--- config.mk ---
export PLATFORM = sky130hd
export DESIGN_NAME = fingerprint_crop_window_top
export DESIGN_NICKNAME = d
export VERILOG_FILES = /design/src/design/fcw_pkg.sv /design/src/design/fcw_cfg.sv /design/src/design/fcw_stats.sv /design/src/design/fcw_trim.sv /design/src/design/fingerprint_crop_window_top.sv
export VERILOG_INCLUDE_DIRS = /design/src /design/src/design
export SDC_FILE = /design/constraint.sdc
export NUM_CORES = 1
export LEC_CHECK = 0
export BUFFER_PORTS_ARGS = -buffer_cell sky130_fd_sc_hd__buf_2
export CORE_ASPECT_RATIO = 0.9
export CORE_MARGIN = 10
export CORE_UTILIZATION = 60
export DETAILED_ROUTE_END_ITERATION = 8
export PLACE_DENSITY_LB_ADDON = 0.08
export REMOVE_ABC_BUFFERS = 1
export SETUP_SLACK_MARGIN = 0.05
export SLEW_MARGIN = 20
export SYNTH_ARGS = -nofsm -noshare
export SYNTH_HDL_FRONTEND = slang
export SYNTH_SLANG_ARGS = --single-unit
--- constraint.sdc ---
create_clock -name i_clk -period 12.66 [get_ports i_clk]
set_clock_uncertainty 0.05 [all_clocks]
set_input_delay 2.532 -clock i_clk [delete_from_list [all_inputs] [get_ports i_clk]]
set_output_delay 2.532 -clock i_clk [all_outputs]
set_load 0.005 [all_outputs]
--- src/design/fingerprint_crop_window_top_defines.svh ---
// ---------------------------------------------------------------------------
// fingerprint crop window assertion macros
// shared property wrappers, clocked on i_clk and disabled during reset
// ---------------------------------------------------------------------------
`ifndef FINGERPRINT_CROP_WINDOW_TOP_DEFINES_SVH
`define FINGERPRINT_CROP_WINDOW_TOP_DEFINES_SVH

// antecedent implies consequent in the same cycle
`define FCW_ASSERT_SAME(label, ante, cons, msg) \
    label: assert property (@(posedge i_clk) disable iff (!i_rst_n) (ante) |-> (cons)) \
        else $error(msg);

// antecedent implies consequent in the next cycle
`define FCW_ASSERT_NEXT(label, ante, cons, msg) \
    label: assert property (@(posedge i_clk) disable iff (!i_rst_n) (ante) |=> (cons)) \
        else $error(msg);

// expression holds at every edge outside reset
`define FCW_ASSERT_ALWAYS(label, expr, msg) \
    label: assert property (@(posedge i_clk) disable iff (!i_rst_n) (expr)) \
        else $error(msg);

`endif

--- src/design/fcw_pkg.sv ---
// ---------------------------------------------------------------------------
// fcw_pkg
// types, constants and helper functions of the crop window finder
// ---------------------------------------------------------------------------
package fcw_pkg;

    localparam int MAX_DIM = 2048;
    localparam int IDX_W   = $clog2(MAX_DIM);
    localparam int CNT_W   = IDX_W + 1;

    localparam int CFG_DIM_W = 12;
    localparam int LEVEL_W   = 8;
    localparam int PIX_W     = 8;
    localparam int OUT_W     = 12;
    localparam int CFG_IDX_W = 2;
    localparam int CFG_DAT_W = 12;

    localparam int DIM_RESET  = 2048;
    localparam int DARK_RESET = 200;
    localparam int EDGE_RESET = 225;

    // trim bands: a span strictly inside (lo, lo + step) loses amount per side
    localparam int TRIM_LO    = 800;
    localparam int TRIM_HI    = 2000;
    localparam int TRIM_STEP  = 200;
    localparam int TRIM_UNIT  = 100;
    localparam int TRIM_BANDS = (TRIM_HI - TRIM_LO) / TRIM_STEP;
    localparam int TRIM_W     = $clog2(TRIM_BANDS * TRIM_UNIT + 1);
    localparam int SPAN_W     = OUT_W + 1;

    typedef enum logic [CFG_IDX_W-1:0] {
        CFG_IMAGE_WIDTH  = 2'd0,
        CFG_IMAGE_HEIGHT = 2'd1,
        CFG_DARK_LEVEL   = 2'd2,
        CFG_EDGE_LEVEL   = 2'd3
    } t_cfg_idx;

    typedef struct packed {
        logic [CNT_W-1:0]   image_width;
        logic [CNT_W-1:0]   image_height;
        logic [LEVEL_W-1:0] dark_level;
        logic [LEVEL_W-1:0] edge_level;
    } t_cfg;

    // raw window of one frame before trimming
    typedef struct packed {
        logic [IDX_W-1:0] row_start;
        logic [CNT_W-1:0] row_end;
        logic [IDX_W-1:0] col_start;
        logic [IDX_W-1:0] col_end;
    } t_win;

    // span is a signed difference; a negative span is never trimmed
    function automatic logic [TRIM_W-1:0] f_trim(input logic [SPAN_W-1:0] span);
        logic [TRIM_W-1:0] amount;
        int                len;
        amount = '0;
        len    = int'(span[SPAN_W-2:0]);
        if (!span[SPAN_W-1]) begin
            for (int k = 0; k < TRIM_BANDS; k++) begin
                if (len > TRIM_LO + k * TRIM_STEP && len < TRIM_LO + (k + 1) * TRIM_STEP) begin
                    amount = TRIM_W'((k + 1) * TRIM_UNIT);
                end
            end
        end
        return amount;
    endfunction

endpackage

--- src/design/fcw_cfg.sv ---
// ---------------------------------------------------------------------------
// fcw_cfg
// configuration registers with write decode and frame size clamping
// ---------------------------------------------------------------------------
module fcw_cfg (
    input  logic                          i_clk,
    input  logic                          i_rst_n,
    input  logic                          i_cfg_valid,
    output logic                          o_cfg_ready,
    input  logic [fcw_pkg::CFG_IDX_W-1:0] i_cfg_index,
    input  logic [fcw_pkg::CFG_DAT_W-1:0] i_cfg_data,
    output fcw_pkg::t_cfg                 o_cfg
);
    import fcw_pkg::*;

    logic [CFG_DIM_W-1:0] r_width;
    logic [CFG_DIM_W-1:0] r_height;
    logic [LEVEL_W-1:0]   r_dark;
    logic [LEVEL_W-1:0]   r_edge_lvl;

    function automatic logic [CNT_W-1:0] f_clamp(input logic [CFG_DIM_W-1:0] v);
        logic [CNT_W-1:0] r;
        if (v == '0) begin
            r = CNT_W'(1);
        end else if (int'(v) > MAX_DIM) begin
            r = CNT_W'(MAX_DIM);
        end else begin
            r = CNT_W'(v);
        end
        return r;
    endfunction

    assign o_cfg_ready = 1'b1;

    always_ff @(posedge i_clk) begin
        if (!i_rst_n) begin
            r_width    <= CFG_DIM_W'(DIM_RESET);
            r_height   <= CFG_DIM_W'(DIM_RESET);
            r_dark     <= LEVEL_W'(DARK_RESET);
            r_edge_lvl <= LEVEL_W'(EDGE_RESET);
        end else if (i_cfg_valid) begin
            case (i_cfg_index)
                CFG_IMAGE_WIDTH:  r_width    <= CFG_DIM_W'(i_cfg_data);
                CFG_IMAGE_HEIGHT: r_height   <= CFG_DIM_W'(i_cfg_data);
                CFG_DARK_LEVEL:   r_dark     <= i_cfg_data[LEVEL_W-1:0];
                CFG_EDGE_LEVEL:   r_edge_lvl <= i_cfg_data[LEVEL_W-1:0];
                default: ;
            endcase
        end
    end

    always_comb begin
        o_cfg.image_width  = f_clamp(r_width);
        o_cfg.image_height = f_clamp(r_height);
        o_cfg.dark_level   = r_dark;
        o_cfg.edge_level   = r_edge_lvl;
    end

endmodule

--- src/design/fcw_stats.sv ---
// ---------------------------------------------------------------------------
// fcw_stats
// per-pixel row statistics, best row tracking and raw window register
// ---------------------------------------------------------------------------
`include "fingerprint_crop_window_top_defines.svh"

module fcw_stats (
    input  logic                      i_clk,
    input  logic                      i_rst_n,
    input  fcw_pkg::t_cfg             i_cfg,
    input  logic                      i_pix_valid,
    output logic                      o_pix_stall,
    input  logic [fcw_pkg::PIX_W-1:0] i_pixel,
    output logic                      o_win_valid,
    input  logic                      i_win_stall,
    output fcw_pkg::t_win             o_win
);
    import fcw_pkg::*;

    logic [IDX_W-1:0] r_col, n_col;
    logic [IDX_W-1:0] r_row, n_row;
    logic [CNT_W-1:0] r_dark_cnt, n_dark_cnt;
    logic [IDX_W-1:0] r_first_edge, n_first_edge;
    logic [IDX_W-1:0] r_last_edge, n_last_edge;
    logic             r_edge_seen, n_edge_seen;
    logic [CNT_W-1:0] r_best_density, n_best_density;
    logic [IDX_W-1:0] r_best_first, n_best_first;
    logic [IDX_W-1:0] r_best_last, n_best_last;
    logic [IDX_W-1:0] r_best_rs, n_best_rs;
    logic [IDX_W-1:0] r_last_zero, n_last_zero;
    logic [IDX_W-1:0] r_zab, n_zab;
    logic             r_zs, n_zs;

    logic             r_win_valid;
    t_win             r_win;
    t_win             win;

    logic             win_load;
    logic             accept;
    logic             is_dark;
    logic             is_edge;
    logic [CNT_W-1:0] cnt;
    logic [IDX_W-1:0] first;
    logic [IDX_W-1:0] last;
    logic             seen;
    logic             row_done;
    logic             frame_done;
    logic             upd;

    assign win_load    = !r_win_valid || !i_win_stall;
    assign o_pix_stall = !win_load;
    assign accept      = i_pix_valid && win_load;
    assign o_win_valid = r_win_valid;
    assign o_win       = r_win;

    always_comb begin
        is_dark    = i_pixel <= i_cfg.dark_level;
        is_edge    = i_pixel <= i_cfg.edge_level;
        cnt        = r_dark_cnt + CNT_W'(is_dark);
        first      = (is_edge && !r_edge_seen) ? r_col : r_first_edge;
        last       = is_edge ? r_col : r_last_edge;
        seen       = r_edge_seen | is_edge;
        row_done   = (CNT_W'(r_col) + CNT_W'(1)) >= i_cfg.image_width;
        frame_done = row_done && ((CNT_W'(r_row) + CNT_W'(1)) >= i_cfg.image_height);
        upd        = (r_row == '0) || (cnt > r_best_density);

        n_col          = r_col + IDX_W'(1);
        n_row          = r_row;
        n_dark_cnt     = cnt;
        n_first_edge   = first;
        n_last_edge    = last;
        n_edge_seen    = seen;
        n_best_density = r_best_density;
        n_best_first   = r_best_first;
        n_best_last    = r_best_last;
        n_best_rs      = r_best_rs;
        n_last_zero    = r_last_zero;
        n_zab          = r_zab;
        n_zs           = r_zs;

        if (row_done) begin
            n_col        = '0;
            n_dark_cnt   = '0;
            n_first_edge = '0;
            n_last_edge  = '0;
            n_edge_seen  = 1'b0;
            n_row        = r_row + IDX_W'(1);
            // first and last stay zero through a row without an edge
            if (upd) begin
                n_best_density = cnt;
                n_best_first   = first;
                n_best_last    = last;
                n_best_rs      = (r_row == '0) ? '0 : r_last_zero;
                n_zs           = 1'b0;
            end
            if (cnt == '0) begin
                n_last_zero = r_row;
                if (!n_zs) begin
                    n_zab = r_row;
                    n_zs  = 1'b1;
                end
            end
        end

        win.row_start = n_best_rs;
        win.row_end   = n_zs ? CNT_W'(n_zab) : i_cfg.image_height;
        win.col_start = n_best_first;
        win.col_end   = n_best_last;

        if (frame_done) begin
            n_row          = '0;
            n_best_density = '0;
            n_best_first   = '0;
            n_best_last    = '0;
            n_best_rs      = '0;
            n_last_zero    = '0;
            n_zab          = '0;
            n_zs           = 1'b0;
        end
    end

    always_ff @(posedge i_clk) begin
        if (!i_rst_n) begin
            r_col          <= '0;
            r_row          <= '0;
            r_dark_cnt     <= '0;
            r_first_edge   <= '0;
            r_last_edge    <= '0;
            r_edge_seen    <= 1'b0;
            r_best_density <= '0;
            r_best_first   <= '0;
            r_best_last    <= '0;
            r_best_rs      <= '0;
            r_last_zero    <= '0;
            r_zab          <= '0;
            r_zs           <= 1'b0;
            r_win_valid    <= 1'b0;
        end else begin
            if (accept) begin
                r_col          <= n_col;
                r_row          <= n_row;
                r_dark_cnt     <= n_dark_cnt;
                r_first_edge   <= n_first_edge;
                r_last_edge    <= n_last_edge;
                r_edge_seen    <= n_edge_seen;
                r_best_density <= n_best_density;
                r_best_first   <= n_best_first;
                r_best_last    <= n_best_last;
                r_best_rs      <= n_best_rs;
                r_last_zero    <= n_last_zero;
                r_zab          <= n_zab;
                r_zs           <= n_zs;
            end
            if (win_load) begin
                r_win_valid <= accept && frame_done;
            end
        end
    end

    always_ff @(posedge i_clk) begin
        if (win_load && accept && frame_done) begin
            r_win <= win;
        end
    end

    `FCW_ASSERT_NEXT(a_frame_clears, accept && frame_done, r_row == '0 && r_col == '0,
        "counters not cleared after frame end")
    `FCW_ASSERT_ALWAYS(a_count_bound, r_dark_cnt <= CNT_W'(r_col),
        "row dark count exceeds pixels seen in row")
    `FCW_ASSERT_SAME(a_zero_after_order, r_zs, r_zab >= r_best_rs,
        "zero row after best lies before row start")
    `FCW_ASSERT_SAME(a_stall_needs_win, o_pix_stall, r_win_valid,
        "input stalled with empty window register")

endmodule

--- src/design/fcw_trim.sv ---
// ---------------------------------------------------------------------------
// fcw_trim
// band trimming of the raw window and the output register
// ---------------------------------------------------------------------------
`include "fingerprint_crop_window_top_defines.svh"

module fcw_trim (
    input  logic                      i_clk,
    input  logic                      i_rst_n,
    input  logic                      i_win_valid,
    output logic                      o_win_stall,
    input  fcw_pkg::t_win             i_win,
    output logic                      o_out_valid,
    input  logic                      i_out_stall,
    output logic [fcw_pkg::OUT_W-1:0] o_row_start,
    output logic [fcw_pkg::OUT_W-1:0] o_row_end,
    output logic [fcw_pkg::OUT_W-1:0] o_col_start,
    output logic [fcw_pkg::OUT_W-1:0] o_col_end,
    output logic [fcw_pkg::OUT_W-1:0] o_crop_width,
    output logic [fcw_pkg::OUT_W-1:0] o_crop_height
);
    import fcw_pkg::*;

    logic              r_out_valid;
    logic [OUT_W-1:0]  r_row_start, n_row_start;
    logic [OUT_W-1:0]  r_row_end, n_row_end;
    logic [OUT_W-1:0]  r_col_start, n_col_start;
    logic [OUT_W-1:0]  r_col_end, n_col_end;
    logic [OUT_W-1:0]  r_crop_width, n_crop_width;
    logic [OUT_W-1:0]  r_crop_height, n_crop_height;

    logic              out_load;
    logic [OUT_W-1:0]  rs;
    logic [OUT_W-1:0]  re;
    logic [OUT_W-1:0]  cs;
    logic [OUT_W-1:0]  ce;
    logic [SPAN_W-1:0] col_span;
    logic [SPAN_W-1:0] row_span;
    logic [TRIM_W-1:0] col_trim;
    logic [TRIM_W-1:0] row_trim;

    assign out_load    = !r_out_valid || !i_out_stall;
    assign o_win_stall = !out_load;

    always_comb begin
        rs = OUT_W'(i_win.row_start);
        re = OUT_W'(i_win.row_end);
        cs = OUT_W'(i_win.col_start);
        ce = OUT_W'(i_win.col_end);
        // row span goes negative when the height shrank below the row start
        col_span = SPAN_W'(ce) - SPAN_W'(cs);
        row_span = SPAN_W'(re) - SPAN_W'(rs);
        col_trim = f_trim(col_span);
        row_trim = f_trim(row_span);

        n_col_start   = cs + OUT_W'(col_trim);
        n_col_end     = ce - OUT_W'(col_trim);
        n_row_start   = rs + OUT_W'(row_trim);
        n_row_end     = re - OUT_W'(row_trim);
        n_crop_width  = n_col_end - n_col_start;
        n_crop_height = n_row_end - n_row_start;
    end

    always_ff @(posedge i_clk) begin
        if (!i_rst_n) begin
            r_out_valid <= 1'b0;
        end else if (out_load) begin
            r_out_valid <= i_win_valid;
        end
    end

    always_ff @(posedge i_clk) begin
        if (out_load && i_win_valid) begin
            r_row_start   <= n_row_start;
            r_row_end     <= n_row_end;
            r_col_start   <= n_col_start;
            r_col_end     <= n_col_end;
            r_crop_width  <= n_crop_width;
            r_crop_height <= n_crop_height;
        end
    end

    assign o_out_valid   = r_out_valid;
    assign o_row_start   = r_row_start;
    assign o_row_end     = r_row_end;
    assign o_col_start   = r_col_start;
    assign o_col_end     = r_col_end;
    assign o_crop_width  = r_crop_width;
    assign o_crop_height = r_crop_height;

    `FCW_ASSERT_SAME(a_col_order, r_out_valid, r_col_end >= r_col_start,
        "trimmed column end before column start")
    `FCW_ASSERT_NEXT(a_win_taken, i_win_valid && !o_win_stall, r_out_valid,
        "window transaction lost in output register")
    `FCW_ASSERT_SAME(a_stall_needs_out, o_win_stall, r_out_valid,
        "window stalled with empty output register")

endmodule

--- src/design/fingerprint_crop_window_top.sv ---
// ---------------------------------------------------------------------------
// fingerprint_crop_window_top
// finds the crop window of a grayscale frame from row dark counts and edges
// ---------------------------------------------------------------------------
//  channel | direction | handshake                 | payload
//  pix     | in        | i_pix_valid / o_pix_stall | i_pixel
//  out     | out       | o_out_valid / i_out_stall | o_row_start .. o_crop_height
//  cfg     | in        | i_cfg_valid / o_cfg_ready | i_cfg_index, i_cfg_data
//
//  one pixel per cycle unless stalled; the window register loads with the
//  statistics on the edge that takes the last pixel of a frame, and the output
//  register holds the trimmed window. synchronous active-low reset clears counters
//  and statistics and loads register defaults. an output stall fills the output
//  register then the window register; pixels stall only when both hold a window.
// ---------------------------------------------------------------------------
module fingerprint_crop_window_top (
    input  logic                          i_clk,
    input  logic                          i_rst_n,
    input  logic                          i_pix_valid,
    output logic                          o_pix_stall,
    input  logic [fcw_pkg::PIX_W-1:0]     i_pixel,
    output logic                          o_out_valid,
    input  logic                          i_out_stall,
    output logic [fcw_pkg::OUT_W-1:0]     o_row_start,
    output logic [fcw_pkg::OUT_W-1:0]     o_row_end,
    output logic [fcw_pkg::OUT_W-1:0]     o_col_start,
    output logic [fcw_pkg::OUT_W-1:0]     o_col_end,
    output logic [fcw_pkg::OUT_W-1:0]     o_crop_width,
    output logic [fcw_pkg::OUT_W-1:0]     o_crop_height,
    input  logic                          i_cfg_valid,
    output logic                          o_cfg_ready,
    input  logic [fcw_pkg::CFG_IDX_W-1:0] i_cfg_index,
    input  logic [fcw_pkg::CFG_DAT_W-1:0] i_cfg_data
);
    import fcw_pkg::*;

    t_cfg cfg;
    t_win win;
    logic win_valid;
    logic win_stall;

    fcw_cfg u_cfg (
        .i_clk       (i_clk),
        .i_rst_n     (i_rst_n),
        .i_cfg_valid (i_cfg_valid),
        .o_cfg_ready (o_cfg_ready),
        .i_cfg_index (i_cfg_index),
        .i_cfg_data  (i_cfg_data),
        .o_cfg       (cfg)
    );

    fcw_stats u_stats (
        .i_clk       (i_clk),
        .i_rst_n     (i_rst_n),
        .i_cfg       (cfg),
        .i_pix_valid (i_pix_valid),
        .o_pix_stall (o_pix_stall),
        .i_pixel     (i_pixel),
        .o_win_valid (win_valid),
        .i_win_stall (win_stall),
        .o_win       (win)
    );

    fcw_trim u_trim (
        .i_clk         (i_clk),
        .i_rst_n       (i_rst_n),
        .i_win_valid   (win_valid),
        .o_win_stall   (win_stall),
        .i_win         (win),
        .o_out_valid   (o_out_valid),
        .i_out_stall   (i_out_stall),
        .o_row_start   (o_row_start),
        .o_row_end     (o_row_end),
        .o_col_start   (o_col_start),
        .o_col_end     (o_col_end),
        .o_crop_width  (o_crop_width),
        .o_crop_height (o_crop_height)
    );

endmodule
Word-level counts from Yosys, hierarchy flattened
Index checks and enable logic that the tools add are counted.
{"block": "word_totals", "word_cells": 173, "inputBits": 27, "output_inout_bits": 75, "reg_bits": 284}
{"block": "op_classes", "order_cmp": 31, "n_mux": 53, "n_eq_ne": 3, "n_reduce_logical": 42, "bitwise_logic": 1, "add_sub_neg": 13}
{"op": "11-bit two-way mux", "count": 25}
{"op": "12-bit by 11-bit < comparator with 1-bit output (second input constant)", "count": 10}
{"op": "12-bit by 11-bit > comparator with 1-bit output (second input constant)", "count": 8}
{"op": "12-bit two-way mux", "count": 8}
{"op": "9-bit two-way mux", "count": 6}
{"op": "12-bit by 10-bit > comparator with 1-bit output (second input constant)", "count": 4}
{"op": "10-bit two-way mux", "count": 4}
{"op": "12-bit zero test", "count": 3}
{"op": "11-bit by 1-bit adder with 12-bit output (second input constant)", "count": 2}
{"op": "11-bit by 10-bit adder with 12-bit output", "count": 2}
{"op": "12-bit >= comparator", "count": 2}
{"op": "12-bit > comparator (second input constant)", "count": 2}
{"op": "12-bit by 10-bit < comparator with 1-bit output (second input constant)", "count": 2}
{"op": "12-bit subtractor", "count": 2}
{"op": "11-bit by 1-bit adder with 11-bit output (second input constant)", "count": 2}
{"op": "1-bit logical AND", "count": 19}
{"op": "8-bit <= comparator", "count": 2}
{"op": "8-bit two-way mux", "count": 2}
{"op": "7-bit two-way mux", "count": 2}
{"op": "12-bit by 11-bit subtractor with 13-bit output", "count": 1}
{"op": "12-bit by 1-bit adder with 12-bit output", "count": 1}
{"op": "12-bit > comparator", "count": 1}
{"op": "11-bit by 10-bit subtractor with 12-bit output", "count": 1}
{"op": "11-bit by 11-bit subtractor with 12-bit output", "count": 1}
{"op": "other kinds (12)", "count": 31}

Longest topological paths before layout
Gate-level depths: netlist of run 1.
{"block": "logic_depth", "word_depth": 12, "depth_mapped": 30, "mapped_depth_nobuf": 29}

Modules after synthesis
From an unflattened synthesis of run 1, not the netlist that was laid out.
{"block": "hier_totals", "hier_cells": 1858, "area_unflattened_um2": 17455.5}
{"mod": "fcw_stats", "cells_each": 930, "area_each_um2": 9022.4, "seq_area_each_um2": 3873.7, "n_inst": 1}
{"mod": "fcw_trim", "cells_each": 723, "area_each_um2": 6717.7, "seq_area_each_um2": 2182.1, "n_inst": 1}
{"mod": "fcw_cfg", "cells_each": 205, "area_each_um2": 1715.4, "seq_area_each_um2": 800.8, "n_inst": 1}

Least setup slack after synthesis of run 1
No wires, ideal clock.
{"block": "synth_path", "kind": "input -> register", "start": "input port i_out_stall", "end": "register u_trim.r_col_end[0], in the netlist u_trim.o_col_end[0] (enable)", "stages": 1, "setup_ns": 0.611, "path_buffers": 0, "t_required_ns": 11.999, "arrival_ns": 7.774, "path_slack_ns": 4.225, "path_cell_list": "a21boi_0"}
{"block": "synth_between", "elab_chain_len": 3}
{"element": "from (decl)", "line_no": "fingerprint_crop_window_top.sv:23", "text": "input logic i_out_stall,"}
{"element": "1-bit zero test", "line_no": "fcw_trim.sv:42", "text": "assign out_load = !r_out_valid || !i_out_stall;"}
{"element": "1-bit logical OR", "line_no": "fcw_trim.sv:42"}
{"element": "1-bit logical AND", "line_no": "fcw_trim.sv:73", "text": "if (out_load && i_win_valid) begin"}
{"element": "to (signal assigned)", "line_no": "fcw_trim.sv:77", "text": "r_col_end <= n_col_end;"}
{"element": "to (decl)", "line_no": "fcw_trim.sv:28", "text": "logic [OUT_W-1:0] r_col_end, n_col_end;"}
No other way between the ends.
A chain may end at the register's enable or synchronous reset.

==> metrics, run 1 <==
drt pass-1 iters=5; count of final hold-check violations=0; combinational power share=8.9%; WP depth=23; Worst Setup End Kind=flip-flop; Worst setup SP type=input port; CP Max Fanout=59; origin of the critical flop-to-flop path=u_stats.o_win[22]$_DFFE_PP_; largest net degree at the start of global routing=73; post-synthesis register bit count=284; Slew Viols, Final=0; slowest CP cell=a21oi_1; EDFF count, synth=117; DRC=0; layout cells sized above 1=10.5%; initial antenna violation count=0; CP endpoint=u_stats.o_win[23]$_DFFE_PP_; setup bufs post-CTS=0; CTS root buffer=clkbuf_16; total CTS buffers=30; sequential share of power=47.5%; Die ar.=0.0347 sq mm; Hold/Removal Path Class=reg2reg; P_sw=494 uW; yosys warns=0; IO Pins=102; Worst Max-Slew Pin Slew=978 ps; Leakage=0.00746 uW; Post-Synthesis Cell Area=0.0166 sq mm; FFs w/ async S/R, synth=0%; first-pass GRT wire length=64200 microns; clock power share=43.6%; cells after synthesis=1785; commonest non-fill, non-tap cell in the layout=nand2_1; Diodes inserted=0; Bufs and invs on worst path=3; antenna-violating nets left=0; worst skew pair latency=570 ps; largest cells by area after synthesis=edfxtp_1 21%, dfxtp_1 20%, ha_1 9.6%; gp weighted congestion=0.868; Final min period=7270 ps; Max H-tree Level=1; Arrival @ worst endpoint=7480 ps; Clk pin slew, worst setup/hold paths=60 ps; Finished Core Util=67.7%; Critical Path RT=12870 ps; initial detailed-routing violation count=992; Tot GR Track Use=21.6%; CP Launch Point=i_pixel[1]; total of max-cap violations=0; dpl hpwl=28200 microns; Rel. slew slack=33.7%; filler instances=2183; most frequent cells in the layout=219 x nand2_1, 167 x dfxtp_1, 134 x inv_1; final WL=38800 microns; CP Cell Sequence=buf_2 -> ha_1 -> nor2b_1 -> o21a_1 -> o21ai_0 -> nand2b_1 -> a21oi_1 -> o21ai_0 -> o21ai_0 -> ha_1 -> ha_1 -> inv_1 -> o21ai_0 -> nand2_1 -> ha_1 -> a21o_1 -> a21oi_1 -> or2_2 -> a31o_2 -> a21o_1 -> buf_4 -> a21oi_1 -> a222oi_1; Synth Area per Inst=9.30 sq um; Die W=195 microns; vias per inst=6.01; IR Drop Worst-Case VDD=0.000108 V; Synth cell types=83; Die Y=178 microns; setup tns final=0 ps; final period utilization=57.4%; vias in the first global route=13000; register area share after synthesis=41.3%; switch share=24.3%; r2r worst-path depth=29; Synth Flop Type=dfxtp_1; PwrDens=111 mW/mm^2; crit path kind=in2reg; core area=0.0271 sq mm; reg2reg end=u_trim.o_crop_height[10]$_DFFE_PP_; Clock Sink Count=284; Max Root-Sink Buffers=3; cell internal pwr=1540 uW; status=finished, final reports clean; CP peak stage delay=760 ps; row count=57; Nets=2009; RSZ-0062 raised after global routing=no; Port Buf Inserts=100; Max Clock Freq=138 MHz; register-to-register setup slack=5640 ps; vias=13400; Initial Util=61.3%; delay-heaviest family, CP=compound AO/OA/AOI/OAI gates; Area growth syn-to-layout=10.5%; CTS resizes=0; worst hold stages=2; CTS tree=done; Routed WL per cell=17.4 microns; area share of the largest cell type after synthesis=21.2%; Synth area leader=edfxtp_1; global route total overflow=0; final setup fails=0; hold buffers post-CTS=0
==> tightest hold or removal path: stages (launching register included) <==
cell     delay [ps]
dfxtp_1         310
nand2_1          50
a21oi_1          50
==> registers in the layout (all words and copies together), names as in the netlist, 12 cells and up <==
| register | count |
|---|---|
| u_stats.o_win | 45 |
| u_cfg.r_height | 12 |
| u_cfg.r_width | 12 |
| u_stats.r_best_density | 12 |
| u_stats.r_dark_cnt | 12 |
| u_trim.o_col_end | 12 |
| u_trim.o_col_start | 12 |
| u_trim.o_crop_height | 12 |
| u_trim.o_crop_width | 12 |
| u_trim.o_row_end | 12 |
| u_trim.o_row_start | 12 |
==> power groups by stage <==
stage	Combinational [uW]	Clock, uW	Sequential [uW]
2_1_floorplan	112	0	983
5_1_grt	200	932	967
6_report	181	886	966
3_5_place_dp	176	0	986
4_1_cts	179	896	966
3_3_place_gp	170	0	986
==> cells by family (layout without fill, tap and decap cells) <==
| group | after synthesis | after routing | share of synthesized area [%] |
|---|---|---|---|
| adders and majority gates | 133 | 133 | 10.3 |
| DFF | 284 | 284 | 41.3 |
| other | 1 | 1 | 0.0226 |
| buffers and inverters | 219 | 307 | 5.21 |
| muxes | 50 | 50 | 3.01 |
| xor gates and xnor gates | 91 | 91 | 4.89 |
| and+or+nand+nor | 541 | 541 | 15.6 |
| AOI/OAI and AO/OA | 466 | 466 | 19.7 |
==> cell type report <==
class | instances | area (sq um) | area share [%]
Sequential cell | 284 | 6860 | 37.4
Multi-Input combinational cell | 1282 | 8910 | 48.6
Tap cell | 354 | 443 | 2.42
Clock inverter | 18 | 163 | 0.887
Clock buffer | 38 | 842 | 4.59
Inverter | 136 | 510 | 2.78
Timing Repair Buffer | 115 | 613 | 3.34
==> Yosys cell counts (5+ instances only) <==
library cell and instances:
a311oi_1 5, o21a_1 29, buf_1 5, and2_1 6
nor3_1 23, edfxtp_1 117, o21ai_0 77, a31oi_1 9
inv_1 135, o2bb2ai_1 23, nor4_1 16, xor2_1 29
nand3b_1 8, nand3_1 50, mux2i_1 50, nor2b_1 23
fa_1 6, a21o_1 35, dfxtp_1 167, nand2b_1 18
o31ai_1 8, o21bai_1 10, o211ai_1 20, a211oi_1 5
a222oi_1 11, or2_2 11, nor2_1 86, a22o_1 34
a21boi_0 21, xnor2_1 60, a21oi_1 109, clkbuf_1 68
or3_1 12, nor3b_1 6, and3_1 32, a2111oi_0 6
ha_1 127, nand4_1 15, nand2_1 219, a22oi_1 12
==> worst min path at each step <==
stage | from | to | slack [ps]
final | u_cfg.r_edge_lvl[4]$_SDFFE_PN0P_ | u_cfg.r_edge_lvl[4]$_SDFFE_PN0P_ | 410
after detailed placement | u_stats.r_best_first[9]$_SDFFE_PN0P_ | u_stats.r_best_first[9]$_SDFFE_PN0P_ | 400
after floorplan | u_stats.o_win[0]$_DFFE_PP_ | u_trim.o_col_end[0]$_DFFE_PP_ | 380
after global routing | u_cfg.r_dark[5]$_SDFFE_PN0P_ | u_cfg.r_dark[5]$_SDFFE_PN0P_ | 420
after CTS | u_cfg.r_edge_lvl[4]$_SDFFE_PN0P_ | u_cfg.r_edge_lvl[4]$_SDFFE_PN0P_ | 410
after global placement | u_stats.o_win[0]$_DFFE_PP_ | u_trim.o_col_end[0]$_DFFE_PP_ | 380
==> routing by layer <==
metal | track usage, % | vias up | part of all wire [%]
met5 | 0 | - | 0
met4 | 5.72 | 0 | 2.4
met3 | 3.07 | 61 | 5.7
met2 | 35.9 | 392 | 46
met1 | 29.0 | 6356 | 46
li1 | - | 6582 | -
==> through the flow <==
stage	cells	area [sq um]	hold slack, ps	total power (uW)	setup slack, ps
global placement	2171	17300	383	1160	4880
floorplan	1702	16200	376	1100	4220
detailed placement	2171	17300	397	1160	4750
CTS	2227	18300	406	2040	5290
global route	2227	18300	421	2100	4970
finish	2227	18300	408	2030	5390
(Power assumes the default switching activity.)
==> inputs of run 2 (changes only) <==
==> constraint.sdc (replaced) <==
create_clock -name i_clk -period 7.4 [get_ports i_clk]
set_clock_uncertainty 0.05 [all_clocks]
set_input_delay 1.48 -clock i_clk [delete_from_list [all_inputs] [get_ports i_clk]]
set_output_delay 1.48 -clock i_clk [all_outputs]
set_load 0.005 [all_outputs]
==> metrics, run 2 (same netlist as run 1, synthesis figures left out) <==
setup tns final=0 ps (unchanged); Initial Util=61.3% (unchanged); Layout Cell Area excl Fill=0.0184 sq mm (was 0.0183 sq mm); Tot GR Track Use=21.5% (was 21.6%); Worst Setup End Kind=flip-flop (unchanged); core area=0.0271 sq mm (unchanged); Routed WL per cell=17.2 microns (was 17.4 microns); CP peak stage delay=560 ps (was 760 ps); count of final hold-check violations=0 (unchanged); CP endpoint=u_trim.o_crop_height[10]$_DFFE_PP_ (was u_stats.o_win[23]$_DFFE_PP_); global route total overflow=0 (unchanged); drt pass-1 iters=5 (unchanged); Leakage=0.00747 uW (was 0.00746 uW); Area after DPL=0.0174 sq mm (was 0.0173 sq mm); WP depth=28 (was 23); initial detailed-routing violation count=774 (was 992); crit path kind=reg2reg (was in2reg); final WL=38300 microns (was 38800 microns); dpl hpwl=28300 microns (was 28200 microns); status=finished, final reports clean (unchanged); Slew Viols, Final=0 (unchanged); dpl ws=745 ps (was 4750 ps); Bufs and invs on worst path=3 (unchanged); Final min period=6750 ps; setup bufs post-CTS=0 (unchanged); PwrDens=191 mW/mm^2 (was 111 mW/mm^2); vias in the first global route=12900 (was 13000); Critical Path RT=7650 ps (was 12870 ps); worst skew pair latency=560 ps (was 570 ps); RSZ-0062 raised after global routing=no (unchanged); DRC=0 (unchanged); IO Pins=102 (unchanged); row count=57 (unchanged); antenna-violating nets left=0 (unchanged); final period utilization=91.2%; layout cells sized above 1=10.6% (was 10.5%); final worst slack=650 ps (was 5390 ps); Hold/Removal Path Class=reg2reg (unchanged); delay-heaviest family, CP=compound AO/OA/AOI/OAI gates (unchanged); CTS root buffer=clkbuf_16 (unchanged); vias=13200 (was 13400); final setup fails=0 (unchanged); largest net degree at the start of global routing=73 (unchanged); Worst setup SP type=flip-flop (was input port); first-pass GRT wire length=63700 microns (was 64200 microns); Arrival @ worst endpoint=7000 ps (was 7480 ps); CTS resizes=0 (unchanged); Max H-tree Level=1 (unchanged); filler instances=2164 (was 2183); origin of the critical flop-to-flop path=u_stats.o_win[22]$_DFFE_PP_ (unchanged); Nets=2012 (was 2009); CP Max Fanout=9 (was 59); total of max-cap violations=0 (unchanged); commonest non-fill, non-tap cell in the layout=nand2_1 (unchanged); Area growth syn-to-layout=10.7% (was 10.5%); vias per inst=5.92 (was 6.01); Diodes inserted=0 (unchanged); most frequent CP cell=a21oi_1; CTS tree=done (unchanged); r2r worst-path depth=28 (was 29); Clk pin slew, worst setup/hold paths=60 ps (about the same); Die Y=178 microns (unchanged); register-to-register setup slack=650 ps (was 5640 ps); max FFs per register=45 (unchanged); Worst Max-Slew Pin Slew=1020 ps (was 978 ps); hold buffers post-CTS=0 (unchanged); Die ar.=0.0347 sq mm (unchanged); initial antenna violation count=0 (unchanged); reg2reg end=u_trim.o_crop_height[10]$_DFFE_PP_ (unchanged); most frequent cells in the layout=219 x nand2_1, 167 x dfxtp_1, 134 x inv_1 (unchanged); Clock Sink Count=284 (unchanged); Max Root-Sink Buffers=3 (unchanged); Rel. slew slack=31.8% (was 33.7%); Max Clock Freq=148 MHz; slowest CP cell=or4_1 (was a21oi_1); IR Drop Worst-Case VDD=0.000155 V (was 0.000108 V); gp weighted congestion=0.886 (was 0.868); Die W=195 microns (unchanged); Port Buf Inserts=100 (unchanged); total CTS buffers=30 (unchanged); CP Launch Point=u_stats.o_win[22]$_DFFE_PP_ (was i_pixel[1])
## run 2: worst register-to-register path, delay by kind of cell (launching register included)
kind,cells,cell delay [ps]
buffers and inverters,3,260
adder cells (fa/ha/maj),5,1590
flip-flops,1,350
AO/OA/AOI/OAI,12,2630
AND/OR/NAND/NOR,6,1200
XOR/XNOR,2,440
## run 2: through the flow
stage          hold slack (ps)  power [uW]  instances  utilization, %
6_report                   402        3510       2230            67.8
5_1_grt                    427        3630       2230            67.8
4_1_cts                    405        3530       2230            67.8
3_5_place_dp               385        2020       2174            64.0
3_3_place_gp               381        2010       2174            64.0
2_1_floorplan              376        1900       1702               -
## run 2: area by class of cell
cell class                      instances  area, sq um  area share [%]
Multi-Input combinational cell       1282         8910            48.5
Sequential cell                       284         6860            37.3
Clock buffer                           49          955            5.20
Timing Repair Buffer                  118          636            3.46
Inverter                              136          510            2.78
Tap cell                              354          443            2.41
Clock inverter                          7         61.3           0.334
## run 2: where the power goes
group	total [uW]	leakage [uW]	switching, uW	internal, uW
combinational	334	0.00455	209	125
sequential	1660	0.00241	10.8	1650
clock	1520	0.000507	613	911
total	3510	0.00747	832	2680
## run 2: metal layers
| layer | up-vias | wire (microns) | share of wire (%) | track usage, % |
|---|---|---|---|---|
| met1 | 6253 | 18200 | 48 | 28.6 |
| met5 | - | 0 | 0 | 0 |
| met3 | 48 | 1830 | 4.8 | 3.13 |
| li1 | 6601 | - | - | - |
| met2 | 302 | 17600 | 46 | 36.4 |
| met4 | 0 | 692 | 1.8 | 4.77 |
## run 2: worst min-delay path by stage
stage | slack (ps) | endpoint | cells past startpoint | start
floorplan | 380 | u_trim.o_col_end[0]$_DFFE_PP_ | 0 | u_stats.o_win[0]$_DFFE_PP_
global placement | 380 | u_trim.o_col_end[0]$_DFFE_PP_ | 0 | u_stats.o_win[0]$_DFFE_PP_
detailed placement | 380 | u_trim.o_row_end[0]$_DFFE_PP_ | 0 | u_stats.o_win[22]$_DFFE_PP_
CTS | 410 | u_trim.o_col_end[0]$_DFFE_PP_ | 0 | u_stats.o_win[0]$_DFFE_PP_
global route | 430 | u_stats.r_best_last[7]$_SDFFE_PN0P_ | 1 | u_stats.r_best_last[7]$_SDFFE_PN0P_
finish | 400 | u_trim.o_col_end[0]$_DFFE_PP_ | 0 | u_stats.o_win[0]$_DFFE_PP_
==> inputs of run 3 (changes only) <==
==> constraint.sdc (replaced) <==
create_clock -name i_clk -period 7.4 [get_ports i_clk]
set_clock_uncertainty 0.05 [all_clocks]
set_input_delay 1.11 -clock i_clk [delete_from_list [all_inputs] [get_ports i_clk]]
set_output_delay 1.11 -clock i_clk [all_outputs]
set_load 0.005 [all_outputs]
==> metrics, run 3 (same netlist as run 1, synthesis figures left out) <==
CTS root buffer=clkbuf_16 (unchanged); Worst setup SP type=flip-flop (unchanged); largest net degree at the start of global routing=73 (unchanged); CP endpoint=u_trim.o_crop_height[10]$_DFFE_PP_ (unchanged); Layout Cells excl Fill=2226 (was 2230); Finished Core Util=67.6% (was 67.8%); antenna-violating nets left=0 (unchanged); vias=13200 (about the same); Rel. slew slack=32.3% (was 31.8%); Slew Viols, Final=0 (unchanged); filler instances=2199 (was 2164); Diodes inserted=0 (unchanged); PwrDens=189 mW/mm^2 (was 191 mW/mm^2); Initial Util=61.3% (unchanged); Arrival @ worst endpoint=6970 ps (was 7000 ps); r2r worst-path depth=27 (was 28); IO Pins=102 (unchanged); reg2reg end=u_trim.o_crop_height[10]$_DFFE_PP_ (unchanged); Die ar.=0.0347 sq mm (unchanged); Die W=195 microns (unchanged); initial detailed-routing violation count=940 (was 774); vias in the first global route=12700 (was 12900); most frequent cells in the layout=219 x nand2_1, 167 x dfxtp_1, 134 x inv_1 (unchanged); final setup fails=0 (unchanged); first-pass GRT wire length=62800 microns (was 63700 microns); Leakage=0.00743 uW (was 0.00747 uW); Area growth syn-to-layout=10.3% (was 10.7%); hold buffers post-CTS=0 (unchanged); global route total overflow=0 (unchanged); row count=57 (unchanged); Tot GR Track Use=21.1% (was 21.5%); gp weighted congestion=0.941 (was 0.886); Clock Sink Count=284 (unchanged); count of final hold-check violations=0 (unchanged); initial antenna violation count=0 (unchanged); IR Drop Worst-Case VDD=0.000168 V (was 0.000155 V); Die Y=178 microns (unchanged); Routed WL per cell=16.9 microns (was 17.2 microns); slowest CP cell=a311oi_1 (was or4_1); setup tns final=0 ps (unchanged); CP Max Fanout=5 (was 9); Hold/Removal Path Class=reg2reg (unchanged); total of max-cap violations=0 (unchanged); Max Clock Freq=148 MHz (about the same); vias per inst=5.93 (was 5.92); CTS tree=done (unchanged); drt pass-1 iters=5 (unchanged); Clk pin slew, worst setup/hold paths=60 ps (about the same); Nets=2010 (was 2012); setup bufs post-CTS=0 (unchanged); RSZ-0062 raised after global routing=no (unchanged); Worst Setup End Kind=flip-flop (unchanged); dpl hpwl=27500 microns (was 28300 microns); Max Root-Sink Buffers=3 (unchanged); commonest non-fill, non-tap cell in the layout=nand2_1 (unchanged); core area=0.0271 sq mm (unchanged); Total Power=3450 uW (was 3510 uW); status=finished, final reports clean (unchanged); final period utilization=91.0% (was 91.2%); DRC=0 (unchanged); Final min period=6740 ps (was 6750 ps); total CTS buffers=29 (was 30); worst skew pair latency=540 ps (was 560 ps); crit path kind=reg2reg (unchanged); layout cells sized above 1=10.4% (was 10.6%); register-to-register setup slack=660 ps (was 650 ps); max FFs per register=45 (unchanged); CP Launch Point=u_stats.o_win[34]$_DFFE_PP_ (was u_stats.o_win[22]$_DFFE_PP_); origin of the critical flop-to-flop path=u_stats.o_win[34]$_DFFE_PP_ (was u_stats.o_win[22]$_DFFE_PP_); Critical Path RT=7630 ps (was 7650 ps); most frequent CP cell=a21oi_1 (unchanged); Port Buf Inserts=100 (unchanged); CP peak stage delay=490 ps (was 560 ps); Max H-tree Level=1 (unchanged); Worst Max-Slew Pin Slew=999 ps (was 1020 ps); post-placement cell count=2173 (was 2174); CTS resizes=0 (unchanged); final WL=37500 microns (was 38300 microns)
## run 3: changes by cell type in the layout (fill, tap and decap cells not counted), moves of 2 or more
cell,previous run,this run
clkinvlp_4,0,2
clkbuf_8,9,3
clkinv_2,5,7
bufinv_16,1,3
clkbuf_1,8,6
clkbuf_16,32,30
## run 3: metrics by stage
step / instance area [sq um] / worst slack [ps] / hold WS [ps]
finish: 18300 / 664 / 397
global route: 18300 / 184 / 424
CTS: 18300 / 703 / 400
detailed placement: 17300 / 712 / 386
global placement: 17300 / 1020 / 383
floorplan: 16200 / 387 / 376
## run 3: critical path, delay by kind of cell, from the launching register on
family          cells  cell delay, ps
buf+inv             2             190
flops               1             400
xor+xnor            1             210
simple gates        6             850
compound gates     13            3120
fa+ha+maj           5            1640
## run 3: layer usage
metal  GRT usage [%]  routed length (microns)
met5               0                        0
met4            4.58                      751
met2            35.1                    17000
met1            28.5                    17700
met3            3.06                     2140
## run 3: final cells by class
class | instances | area, sq um | share of cell area [%]
inverter | 136 | 510 | 2.79
timing repair buffer | 117 | 628 | 3.43
multi-input combinational | 1282 | 8910 | 48.6
tap | 354 | 443 | 2.42
clock buffer | 39 | 815 | 4.45
sequential | 284 | 6860 | 37.4
clock inverter | 14 | 153 | 0.834
## run 3: worst min-delay path by stage
stage / slack [ps] / endpoint / from / cells after the start
finish: 400 / u_trim.o_row_end[0]$_DFFE_PP_ / u_stats.o_win[22]$_DFFE_PP_ / 0
floorplan: 380 / u_trim.o_col_end[0]$_DFFE_PP_ / u_stats.o_win[0]$_DFFE_PP_ / 0
global route: 420 / u_trim.o_row_end[0]$_DFFE_PP_ / u_stats.o_win[22]$_DFFE_PP_ / 0
global placement: 380 / u_trim.o_row_end[0]$_DFFE_PP_ / u_stats.o_win[22]$_DFFE_PP_ / 0
CTS: 400 / u_trim.o_row_end[0]$_DFFE_PP_ / u_stats.o_win[22]$_DFFE_PP_ / 0
detailed placement: 390 / u_trim.o_row_end[0]$_DFFE_PP_ / u_stats.o_win[22]$_DFFE_PP_ / 0
## run 3: power breakdown
| part | switching [uW] | internal, uW |
|---|---|---|
| combinational | 206 | 124 |
| clock | 594 | 874 |
| sequential | 10.8 | 1650 |
